[config.mk]
export PLATFORM = sky130hd
export DESIGN_NAME = byte_recurrence_checksum_flat
export DESIGN_NICKNAME = d
export VERILOG_FILES = /design/src/design/brc_pkg.sv /design/src/design/brc_if.sv /design/src/design/byte_recurrence_checksum.sv /design/src/flat_wrapper.sv
export SDC_FILE = /design/constraint.sdc
export NUM_CORES = 1
export LEC_CHECK = 0
export BUFFER_PORTS_ARGS = -buffer_cell sky130_fd_sc_hd__buf_2
export CORE_MARGIN = 5
export CORE_UTILIZATION = 45
export DETAILED_ROUTE_END_ITERATION = 8
export SLEW_MARGIN = 20
export SYNTH_ARGS = -nofsm -noshare
export SYNTH_HDL_FRONTEND = slang
export SYNTH_SLANG_ARGS = --single-unit
[constraint.sdc]
create_clock -name clk_i -period 29.2 [get_ports clk_i]
set_input_delay 2.92 -clock clk_i [delete_from_list [all_inputs] [get_ports clk_i]]
set_output_delay 2.92 -clock clk_i [all_outputs]
set_load 0.005 [all_outputs]
[src/design/brc_pkg.sv]
// Package for the byte recurrence checksum block.
// Holds the field widths and the recurrence constants; no dependencies.
package brc_pkg;

  localparam int unsigned ByteW = 8;
  localparam int unsigned SumW  = 16;

  // Offset added to the first byte of a message.
  localparam logic [SumW-1:0]  FirstOffset = 16'd7;
  // Per-position step of the two coefficients, taken mod 256.
  localparam logic [ByteW-1:0] AlphaStep   = 8'd17;
  localparam logic [ByteW-1:0] BetaStep    = 8'd31;

  // Width of the raw difference of the two products, sign included.
  localparam int unsigned DiffW = 26;
  // Bias that lifts a negative difference d to d + 256 * 65535 + 1 (a
  // multiple of the modulus plus one), keeping the residue of 1 + d.
  localparam logic [DiffW-1:0] NegBias = 26'(65535 * 256 + 1);

endpackage : brc_pkg

[src/design/brc_if.sv]
// Valid/ready channel interfaces for the byte recurrence checksum block.
// Depends on brc_pkg for the payload widths.
interface brc_in_if;
  logic                       valid;
  logic                       ready;
  logic [brc_pkg::ByteW-1:0]  data_byte;
  logic                       last;

  modport source (output valid, output data_byte, output last, input ready);
  modport sink   (input valid, input data_byte, input last, output ready);
endinterface : brc_in_if

interface brc_out_if;
  logic                      valid;
  logic                      ready;
  logic [brc_pkg::SumW-1:0]  checksum;

  modport source (output valid, output checksum, input ready);
  modport sink   (input valid, input checksum, output ready);
endinterface : brc_out_if

[src/design/byte_recurrence_checksum.sv]
// Byte recurrence checksum, top level.
// Depends on brc_pkg and the channel interfaces in brc_if.sv.

// The block takes one message byte per word on in_i and delivers one checksum
// word on out_o for each byte marked last. It sustains one byte per clock:
// a byte is held in an input register, then the recurrence step (two small
// products of the position coefficients with the current and previous
// values, a subtraction and a fold modulo 65535) updates the state registers.
// When the last byte of a message leaves the input register, its checksum is
// written to an output register and appears on out_o, so input keeps flowing
// while it waits; only a second last byte arriving before the first checksum
// is taken stalls the input.
module byte_recurrence_checksum (
  input  logic         clk_i,
  input  logic         rst_ni,
  brc_in_if.sink       in_i,
  brc_out_if.source    out_o
);
  import brc_pkg::*;

  // Input register.
  logic             s1_valid_q;
  logic [ByteW-1:0] s1_byte_q;
  logic             s1_last_q;
  logic             s1_adv;

  // Recurrence state.
  logic [SumW-1:0]  prev_q, prev_d;
  logic [SumW-1:0]  curr_q, curr_d;
  logic [ByteW-1:0] pos_q, pos_d;
  logic             start_q, start_d;

  // Output register.
  logic             out_valid_q;
  logic [SumW-1:0]  checksum_q;

  // Datapath of one recurrence step.
  logic [ByteW-1:0] alpha;
  logic [ByteW-1:0] beta;
  logic [ByteW:0]   factor;
  logic [DiffW-2:0] plus;
  logic [DiffW-2:0] minus;
  logic [DiffW-1:0] diff;
  logic [DiffW-1:0] lifted;
  logic [SumW:0]    fold1;
  logic [SumW-1:0]  fold2;
  logic [SumW-1:0]  step_value;

  // The staged byte moves on unless it would overwrite a checksum not yet taken.
  assign s1_adv     = s1_valid_q && (!s1_last_q || !out_valid_q || out_o.ready);
  assign in_i.ready = !s1_valid_q || s1_adv;

  always_ff @(posedge clk_i or negedge rst_ni) begin
    if (!rst_ni) begin
      s1_valid_q <= 1'b0;
    end else if (in_i.ready) begin
      s1_valid_q <= in_i.valid;
    end
  end

  always_ff @(posedge clk_i) begin
    if (in_i.ready && in_i.valid) begin
      s1_byte_q <= in_i.data_byte;
      s1_last_q <= in_i.last;
    end
  end

  // Coefficients from the position mod 256, then the two products.
  always_comb begin
    alpha  = ByteW'(pos_q * AlphaStep);
    beta   = ByteW'(pos_q * BetaStep);
    factor = {1'b0, s1_byte_q} + {1'b0, alpha};
    plus   = (DiffW-1)'(factor) * (DiffW-1)'(curr_q);
    minus  = (DiffW-1)'(beta) * (DiffW-1)'(prev_q);
    diff   = {1'b0, plus} - {1'b0, minus};
  end

  // A negative difference is lifted by a multiple of 65535 plus one; then the
  // value is folded twice, since 2^16 is congruent to 1 modulo 65535.
  always_comb begin
    lifted     = diff[DiffW-1] ? (diff + NegBias) : diff;
    fold1      = {1'b0, lifted[SumW-1:0]} + (SumW+1)'(lifted[DiffW-2:SumW]);
    fold2      = fold1[SumW-1:0] + SumW'(fold1[SumW]);
    step_value = (fold2 == {SumW{1'b1}}) ? '0 : fold2;
  end

  // Next state: a message start seeds the recurrence, a last byte resets it.
  always_comb begin
    prev_d  = prev_q;
    curr_d  = curr_q;
    pos_d   = pos_q;
    start_d = start_q;
    if (s1_adv) begin
      if (start_q) begin
        prev_d = SumW'(1);
        curr_d = SumW'(s1_byte_q) + FirstOffset;
        pos_d  = ByteW'(1);
      end else begin
        prev_d = curr_q;
        curr_d = step_value;
        pos_d  = pos_q + ByteW'(1);
      end
      start_d = 1'b0;
      if (s1_last_q) begin
        prev_d  = SumW'(1);
        curr_d  = '0;
        pos_d   = '0;
        start_d = 1'b1;
      end
    end
  end

  always_ff @(posedge clk_i or negedge rst_ni) begin
    if (!rst_ni) begin
      prev_q  <= SumW'(1);
      curr_q  <= '0;
      pos_q   <= '0;
      start_q <= 1'b1;
    end else begin
      prev_q  <= prev_d;
      curr_q  <= curr_d;
      pos_q   <= pos_d;
      start_q <= start_d;
    end
  end

  // Output register holds the checksum of the finished message.
  always_ff @(posedge clk_i or negedge rst_ni) begin
    if (!rst_ni) begin
      out_valid_q <= 1'b0;
    end else if (s1_adv && s1_last_q) begin
      out_valid_q <= 1'b1;
    end else if (out_o.ready) begin
      out_valid_q <= 1'b0;
    end
  end

  always_ff @(posedge clk_i) begin
    if (s1_adv && s1_last_q) begin
      checksum_q <= start_q ? (SumW'(s1_byte_q) + FirstOffset) : step_value;
    end
  end

  assign out_o.valid    = out_valid_q;
  assign out_o.checksum = checksum_q;

endmodule : byte_recurrence_checksum

[src/flat_wrapper.sv]
// flat-port wrapper written by rule: the top's interface ports become plain ports
module byte_recurrence_checksum_flat import brc_pkg::*;
  (clk_i, rst_ni, in_i_valid, in_i_data_byte, in_i_last, in_i_ready, out_o_valid, out_o_checksum, out_o_ready);
  brc_in_if in_i_i ();
  brc_out_if out_o_i ();
  input  logic clk_i;
  input  logic rst_ni;
  input wire logic [$bits(in_i_i.valid)-1:0] in_i_valid;
  input wire logic [$bits(in_i_i.data_byte)-1:0] in_i_data_byte;
  input wire logic [$bits(in_i_i.last)-1:0] in_i_last;
  output wire logic [$bits(in_i_i.ready)-1:0] in_i_ready;
  output wire logic [$bits(out_o_i.valid)-1:0] out_o_valid;
  output wire logic [$bits(out_o_i.checksum)-1:0] out_o_checksum;
  input wire logic [$bits(out_o_i.ready)-1:0] out_o_ready;
  assign in_i_i.valid = in_i_valid;
  assign in_i_i.data_byte = in_i_data_byte;
  assign in_i_i.last = in_i_last;
  assign in_i_ready = in_i_i.ready;
  assign out_o_valid = out_o_i.valid;
  assign out_o_checksum = out_o_i.checksum;
  assign out_o_i.ready = out_o_ready;
  byte_recurrence_checksum u_core (.clk_i(clk_i), .rst_ni(rst_ni), .in_i(in_i_i), .out_o(out_o_i));
endmodule
==> reports/qor.csv, run 1 <==
stage,metric,value,unit
run,max-cap-violations,0,
detailed_routing,via_per_inst,5.32,
finish,drive_gt1_share,6.73,%
global_route,grt_pass1_vias,10797,
cts,htreeDepth,3,
placed_design,dp_hpwl,29400,um
timing,min_period,14.33,ns
critical_path,crit_required,29.26,ns
finish,seqCellArea,1830,um^2
cts,postCtsSetupBuffers,0,
floorplanning,start_util,45.2,%
cts,cts_buffers,9,
floorplanning,fp.dieArea,35100,um^2
timing,timing.final.crit_share,49.1,%
timing,fmax,69.8,MHz
critical_path,r2r_cells,52,
cts,cts_root_buf,clkbuf_16,
logic_synthesis,async_reset_ff_share,63.2,%
logic_synthesis,synth-main-ff-cell,dfrtp_1,
critical_path,startpoint,u_core.pos_q[2],
placed_design,gp_congestion,0.946,
cts,insertion_delay,0.35,ns
critical_path,critPathKind,reg2reg,
finish,num_antenna_cells,0,
min_path,holdCritPathClass,reg2reg,
global_route,grt_max_degree,44,
detailed_routing,detailedRoute.firstIterationViolations,671,
critical_path,r2r_setup_slack,14.87,ns
finish,layout.nets,1894,
cts,cts_sinks,68,
cts,clk_pin_slew,0.07,ns
logic_synthesis,synth_area_per_cell,9.20,um^2
detailed_routing,drt_first_pass_iters,5,
finish,area_delta_synth_final,5.81,%
cts,clock_path_buffers,2,
critical_path,path_common_cell,fa_1,
detailed_routing,vias,10291,
critical_path,start_kind,register,
timing,fin_tns_setup,0,ns
min_path,worstHoldStart,u_core.out_o.valid,
critical_path,crit_fanout,31,
logic_synthesis,postSynthCellCount,1537,
critical_path,r2r_start,u_core.pos_q[2],
cts,cts_tree,built,
floorplanning,die_w,187,um
detailed_routing,drcViolationCount,0,
floorplanning,die_h,187,um
timing,relSlewSlack,35.0,%
detailed_routing,wl_per_cell,18.4,um
timing,finalClockSkew,0.0166,ns
logic_synthesis,synth_cell_types,89,
critical_path,cp.arrival,14.39,ns
logic_synthesis,synth_nets,1905,
finish,fillCellCount,2922,
run_status,status,"finished, final reports clean",
logic_synthesis,ys_seq_elements,68,
critical_path,slowest_delay,0.62,ns
detailed_routing,drtAntennaViolNets,0,
global_route,antenna_found_initial,0,
finish,multi_input_area,11000,um^2
cts,postCtsHoldBufs,0,
logic_synthesis,yosysWarnings,0,
detailed_routing,wl,35500,um
logic_synthesis,yosysSeqAreaShare,12.9,%
timing,setup_violations,0,
floorplanning,rows,65,
timing,slew_viol_final,0,
critical_path,crit_path_end,u_core.out_o.checksum[1],
timing,finalHoldViolCount,0,
global_route,grt_overflow_total,0,
logic_synthesis,synth_edf_count,25,
timing,grt_setup_unrepaired,false,
global_route,grt_pass1_wl,59500,um
critical_path,timing.rr.end,u_core.out_o.checksum[1],
timing,worstMarginPinSlew,0.971,ns
logic_synthesis,syn_area,14100,um^2
floorplanning,io_pins,31,
global_route,grt_use_total,21.1,%
cts,cts_resized,0,
floorplanning,core_area,31300,um^2
placed_design,port_buffers,30,
critical_path,crit_path_top_delay_cell,xnor2_2,
critical_path,endpoint_kind,register,
## how the worst min path moves through the flow
| stage | cells past startpoint | end | slack (ns) |
|---|---|---|---|
| floorplan | 2 | u_core.curr_q[0] | 0.46 |
| global placement | 2 | u_core.out_o.valid | 0.57 |
| detailed placement | 2 | u_core.out_o.valid | 0.59 |
| CTS | 2 | u_core.out_o.valid | 0.60 |
| global route | 1 | u_core.pos_q[7] | 0.66 |
| finish | 2 | u_core.out_o.valid | 0.61 |
## layout by cell type (no fill, tap or decap), types with 5 or more instances in the layout
master and n:
nand3b_1 5, dfrtp_1 41, buf_4 10, ha_1 117, a211o_1 5, and2_1 121
nor2b_1 22, clkbuf_16 9, o31ai_1 17, nor2_1 30, a21oi_1 37, edfxtp_1 25
fa_1 238, a21o_1 8, or2_2 6, nor3_1 22, o21ai_0 20, o21a_1 6
a22o_1 15, xnor2_2 9, inv_1 301, nand3_1 17, xor2_1 27, nand2_1 192
o21bai_1 10, nand2b_1 11, o21ai_1 10, a32oi_1 9, xnor2_1 50, buf_2 29
nand4_1 9
## critical path: cells and delay by family (launching register included)
kind                     cells  cell delay (ns)
buffers and inverters        8             0.54
adder cells (fa/ha/maj)     14             6.14
XOR/XNOR                     3             1.07
AO/OA/AOI/OAI               12             2.54
flip-flops                   1             0.53
AND/OR/NAND/NOR             15             3.20
## cells by family (layout without fill, tap and decap cells)
family                   Yosys count  after routing  share of synthesized area, %
XOR/XNOR                          87             87                          5.64
AO/OA/AOI/OAI                    196            196                          10.4
AND/OR/NAND/NOR                  466            466                          16.9
buffers and inverters            363            357                          9.92
multiplexers                       2              2                         0.150
adder cells (fa/ha/maj)          355            355                          44.0
flip-flops                        68             68                          12.9
## cell type report
type / count / area share, %
clock buffer: 9 / 1.50
clock inverter: 7 / 0.660
inverter: 302 / 7.57
multi-input combinational: 1106 / 73.2
sequential: 68 / 12.2
tap: 402 / 3.36
timing repair buffer: 39 / 1.47
## sequential cells by signal, summed over array words and instances, names as in the netlist
name	flops
u_core.curr_q	16
u_core.out_o.checksum	16
u_core.out_o.valid	1
u_core.pos_q	8
u_core.prev_q	16
u_core.s1_byte_q	8
u_core.s1_last_q	1
u_core.s1_valid_q	1
u_core.start_q	1
## routing by layer
metal	part of all wire [%]	wire length [um]	vias up	global-route usage [%]
met2	45	15800	225	32.4
met4	2.3	817	0	4.89
met1	48	16900	5201	30.9
met3	5.6	1990	43	4.29
li1	-	-	4822	-
met5	0	0	-	0
## cell usage after synthesis (5+ instances only)
| cell type | number | share of area [%] |
|---|---|---|
| nand3b_1 | 5 | 0.27 |
| a22o_1 | 15 | 0.93 |
| and2_1 | 121 | 5.4 |
| o21a_1 | 6 | 0.32 |
| xor2_1 | 27 | 1.7 |
| o21ai_1 | 10 | 0.35 |
| inv_1 | 301 | 8.0 |
| or2_2 | 6 | 0.27 |
| a32oi_1 | 9 | 0.56 |
| clkbuf_1 | 51 | 1.4 |
| o21ai_0 | 20 | 0.71 |
| nand2b_1 | 11 | 0.49 |
| edfxtp_1 | 25 | 5.3 |
| xnor2_1 | 56 | 3.5 |
| ha_1 | 117 | 10 |
| nor2b_1 | 22 | 0.97 |
| nor2_1 | 30 | 0.80 |
| nand4_1 | 9 | 0.40 |
| nor3_1 | 22 | 0.78 |
| fa_1 | 238 | 34 |
| a21o_1 | 8 | 0.42 |
| o31ai_1 | 17 | 0.90 |
| a21oi_1 | 37 | 1.3 |
| nand2_1 | 192 | 5.1 |
| o21bai_1 | 10 | 0.53 |
| nand3_1 | 17 | 0.60 |
| dfrtp_1 | 41 | 7.3 |
| a211o_1 | 5 | 0.31 |
## metrics by stage
| step | hold WS, ns | instance area, um^2 | cells | utilization (%) | setup slack (ns) |
|---|---|---|---|---|---|
| 6_report | 0.607 | 15000 | 1933 | 47.8 | 14.87 |
| 5_1_grt | 0.664 | 15000 | 1933 | 47.8 | 13.69 |
| 4_1_cts | 0.597 | 15000 | 1933 | 47.8 | 14.87 |
| 3_5_place_dp | 0.594 | 14600 | 1917 | 46.8 | 14.92 |
| 3_3_place_gp | 0.567 | 14600 | 1917 | 46.7 | 14.77 |
| 2_1_floorplan | 0.457 | 14100 | 1537 | - | 16.43 |
Power of run 1 is left out: the tool's default activity adds up to more than one toggle a clock period on the data nets, which glitch-free logic cannot reach.
==> run 2: changes to the inputs <==
Clock period 29.2 ns to 12.4 ns, I/O delays scaled along.
==> run 2 against run 1 <==
  * Core utilization is 5.7 points higher
  * Worst hold slack worse by 0.027 ns
  * Register-to-register slack got worse by 15 ns
  * Routed wire length grew 4.6%
==> reports/qor.csv, run 2 (same netlist as run 1, synthesis figures left out) <==
stage,metric,value,unit
finish,layout.nets,2056,
placed_design,dp_hpwl,30200,um
critical_path,crit_path_top_delay_cell,fa_1,
cts,postCtsHoldBufs,0,
timing,timing.final.crit_share,99.7,%
detailed_routing,drcViolationCount,0,
critical_path,r2r_cells,52,
placed_design,gp_congestion,0.855,
detailed_routing,drt_first_pass_iters,7,
cts,cts_buffers,9,
placed_design,port_buffers,30,
critical_path,crit_fanout,6,
timing,setup_violations,0,
run,max-cap-violations,0,
detailed_routing,drtAntennaViolNets,0,
finish,fillCellCount,2802,
floorplanning,io_pins,31,
critical_path,crit_required,12.47,ns
finish,num_antenna_cells,0,
finish,drive_gt1_share,21.0,%
run_status,status,"finished, final reports clean",
timing,grt_setup_unrepaired,true,
floorplanning,core_area,31300,um^2
critical_path,cp.arrival,12.43,ns
finish,multi_input_area,11500,um^2
global_route,grt_max_degree,44,
global_route,grt_pass1_vias,11441,
min_path,holdCritPathClass,reg2reg,
cts,insertion_delay,0.35,ns
critical_path,start_kind,register,
cts,htreeDepth,3,
timing,finalClockSkew,0.0106,ns
placed_design,placed_area,15600,um^2
global_route,antenna_found_initial,0,
critical_path,path_common_cell,fa_1,
finish,layout_commonest_cell,inv_1,
critical_path,endpoint_kind,register,
global_route,grt_pass1_wl,61500,um
cts,clock_path_buffers,2,
detailed_routing,wl,37100,um
timing,finalHoldViolCount,0,
floorplanning,die_w,187,um
finish,final_area,16800,um^2
finish,area_delta_synth_final,18.4,%
floorplanning,start_util,45.2,%
cts,cts_sinks,68,
detailed_routing,detailedRoute.firstIterationViolations,655,
timing,fmax,80.9,MHz
timing,worstMarginPinSlew,0.741,ns
critical_path,critPathKind,reg2reg,
floorplanning,die_h,187,um
timing,relSlewSlack,50.6,%
finish,seqCellArea,1830,um^2
timing,min_period,12.36,ns
detailed_routing,wl_per_cell,17.7,um
critical_path,slowest_delay,0.58,ns
finish,layout_common_cells,"inv_1, fa_1, nand2_1",
cts,cts_tree,built,
global_route,grt_use_total,21.6,%
global_route,grt_overflow_total,0,
floorplanning,fp.dieArea,35100,um^2
cts,cts_root_buf,clkbuf_16,
cts,clk_pin_slew,0.06,ns
detailed_routing,via_per_inst,5.26,
timing,slew_viol_final,0,
detailed_routing,vias,11028,
floorplanning,rows,65,
min_path,whs_path_depth,2,
## run 2: cell types whose count changed in the layout (fill, tap and decap cells not counted), sizes merged
| cell | before | now |
|---|---|---|
| inv | 302 | 303 |
| buf | 39 | 200 |
| clkinv | 4 | 3 |
| clkbuf | 9 | 10 |
## run 2: cell type report
class,count,share of cell area [%]
clock buffers,9,1.34
inverters,302,6.77
repair buffers,201,8.87
well taps,402,3.00
multi-input cells,1106,68.5
clock inverters,7,0.590
flip-flops and latches,68,10.9
## run 2: worst paths after layout
kind	startpoint	endpoint	slack, ns
hold / removal	u_core.out_o.valid	u_core.out_o.valid	0.58
hold reg to reg	u_core.out_o.valid	u_core.out_o.valid	0.58
max in group asynchronous	rst_ni	u_core.pos_q[1]	11.06
setup reg to reg	u_core.pos_q[0]	u_core.out_o.checksum[3]	0.04
setup / recovery	u_core.pos_q[0]	u_core.out_o.checksum[3]	0.04
min in group asynchronous	rst_ni	u_core.pos_q[4]	0.91
## run 2: worst max-delay path, delay by kind of cell, from the launching register on
family,cells,cell delay [ns]
AOI/OAI and AO/OA,15,2.78
buffers and inverters,6,0.64
xor gates and xnor gates,4,0.66
DFF,1,0.41
adders and majority gates,14,5.56
and+or+nand+nor,13,2.01
## run 2: per-layer routing
metal,track usage [%],wire length (um),up-vias,share of wire (%)
li1,-,-,5155,-
met2,35.1,17700,234,48
met4,4.01,673,0,1.8
met1,31.0,17000,5603,46
met5,0,0,-,0
met3,3.77,1750,36,4.7
## run 2: timing repair
action | in CTS | in global routing
gates resized for setup | 35 | 82
pin swaps | 33 | 70
cloned | 1 | 1
hold endpoints to repair | 0 | 0
buffers inserted | 19 | 18
setup endpoints to repair | 32 | 32
## run 2: stage by stage
stage | instances | TNS [ns] | worst slack (ns) | hold WS, ns | util [%]
floorplan | 1537 | 0 | 0.00487 | 0.457 | -
global placement | 2042 | -2.73 | -0.107 | 0.565 | 49.8
detailed placement | 2042 | -7.61 | -0.263 | 0.576 | 49.8
CTS | 2077 | 0 | 0.00242 | 0.580 | 51.9
global route | 2095 | -13.83 | -0.477 | 0.632 | 53.5
finish | 2095 | 0 | 0.0431 | 0.580 | 53.5
Power of run 2 is left out for the same reason.
==> run 3: changes to the inputs <==
Settings changed: SETUP_SLACK_MARGIN from default to 0.1.
==> run 3 against run 2 <==
  * Critical path depth is the same
  * Cell area shrank 3.2%
  * Worst hold slack lost 0.0063 ns
  * Sequential share of layout area grew 0.37 points
  * First-iteration DRC count down 3.2%
  * Register-to-register slack improved by 0.08 ns
  * Fmax grew 0.62%
  * Global-route usage grew 0.076 points
  * Count of clock-buffer cells in the layout stayed put
  * Via count down 1.8%
==> reports/qor.csv, run 3 (same netlist as run 1, synthesis figures left out) <==
stage,metric,value,unit
placed_design,gp_congestion,0.858,
cts,cts_buffers,9,
floorplanning,io_pins,31,
detailed_routing,drt_first_pass_iters,5,
critical_path,crit_path_top_delay_cell,fa_1,
critical_path,critPathKind,reg2reg,
run,max-cap-violations,0,
global_route,grt_use_total,21.7,%
finish,layout_common_cells,"inv_1, fa_1, nand2_1",
floorplanning,start_util,45.2,%
global_route,grt_pass1_vias,11461,
timing,setup_violations,0,
critical_path,slowest_delay,0.58,ns
cts,cts_sinks,68,
timing,finalClockSkew,0.00977,ns
timing,worstMarginPinSlew,0.798,ns
detailed_routing,wl,36400,um
timing,setup_slack,0.119,ns
timing,timing.final.crit_share,99.0,%
floorplanning,core_area,31300,um^2
placed_design,dp_hpwl,30200,um
critical_path,start_kind,register,
global_route,grt_overflow_total,0,
finish,layout.nets,2000,
critical_path,cp.arrival,12.36,ns
timing,grt_setup_unrepaired,true,
finish,layout_commonest_cell,inv_1,
detailed_routing,detailedRoute.firstIterationViolations,634,
cts,cts_tree,built,
global_route,grt_max_degree,44,
placed_design,port_buffers,30,
detailed_routing,drtAntennaViolNets,0,
cts,postCtsHoldBufs,0,
cts,clk_pin_slew,0.07,ns
critical_path,path_buf_inv,14,
finish,area_delta_synth_final,14.6,%
detailed_routing,drcViolationCount,0,
finish,num_antenna_cells,0,
critical_path,endpoint_kind,register,
cts,insertion_delay,0.35,ns
timing,slew_viol_final,0,
critical_path,crit_required,12.48,ns
placed_design,place_ws,-0.210,ns
floorplanning,die_w,187,um
run_status,status,"finished, final reports clean",
floorplanning,die_h,187,um
finish,drive_gt1_share,17.0,%
timing,relSlewSlack,46.4,%
floorplanning,fp.dieArea,35100,um^2
global_route,grt_pass1_wl,61800,um
detailed_routing,vias,10831,
detailed_routing,wl_per_cell,17.9,um
critical_path,crit_family,adder cells,
floorplanning,rows,65,
critical_path,crit_fanout,8,
timing,fmax,81.4,MHz
min_path,holdCritPathClass,reg2reg,
cts,htreeDepth,3,
cts,cts_root_buf,clkbuf_16,
critical_path,path_common_cell,buf_4,
cts,clock_path_buffers,2,
timing,min_period,12.28,ns
global_route,antenna_found_initial,0,
timing,finalHoldViolCount,0,
detailed_routing,via_per_inst,5.31,
run 3: cell types whose count changed in the layout (fill, tap and decap cells not counted), sizes merged:
cell | before | now
buf | 200 | 144
clkinvlp | 1 | 0
clkinv | 3 | 4
run 3: routing by layer:
layer,GRT usage (%),vias up,part of all wire (%)
met5,0,-,0
met4,4.01,0,1.4
met3,2.89,40,4.5
met2,35.2,250,47
met1,31.6,5486,47
li1,-,5055,-
run 3: final timing paths:
kind | cells past startpoint | from | slack (ns) | to
worst min register to register | 2 | u_core.out_o.valid | 0.57 | u_core.out_o.valid
worst max-delay path | 52 | u_core.pos_q[2] | 0.12 | u_core.out_o.checksum[2]
min in group asynchronous | 1 | rst_ni | 0.90 | u_core.pos_q[5]
worst max register to register | 52 | u_core.pos_q[2] | 0.12 | u_core.out_o.checksum[2]
max in group asynchronous | 1 | rst_ni | 11.07 | u_core.pos_q[1]
worst min-delay path | 2 | u_core.out_o.valid | 0.57 | u_core.out_o.valid
run 3: through the flow:
stage	setup TNS (ns)	area [um^2]	hold WS (ns)	utilization, %	instances
4_1_cts	0	15800	0.578	50.4	2021
3_5_place_dp	-5.81	15300	0.567	48.7	1992
3_3_place_gp	-1.65	15300	0.562	48.7	1992
6_report	0	16200	0.573	51.8	2039
5_1_grt	-10.94	16200	0.597	51.8	2039
2_1_floorplan	0	14200	0.457	-	1537
run 3: final cells by class:
cell class,count,area (um^2)
multi-input cells,1106,11300
inverters,302,1130
fillers,2904,15100
well taps,402,503
repair buffers,145,1080
clock buffers,9,225
clock inverters,7,98.8
flip-flops and latches,68,1830
run 3: repair_timing:
| action | CTS | global route |
|---|---|---|
| pin swaps | 20 | 27 |
| gates cloned | 0 | 1 |
| endpoints found under the setup margin | 32 | 32 |
| endpoints found under the hold margin | 0 | 0 |
| setup buffers | 13 | 17 |
| resized for setup | 19 | 57 |
run 3: worst min-delay path, delay by kind of cell (launching register included):
kind,cells,cell delay (ns)
AOI/OAI and AO/OA,1,0.07
buffers and inverters,1,0.06
DFF,1,0.41
Power of run 3 is left out for the same reason.
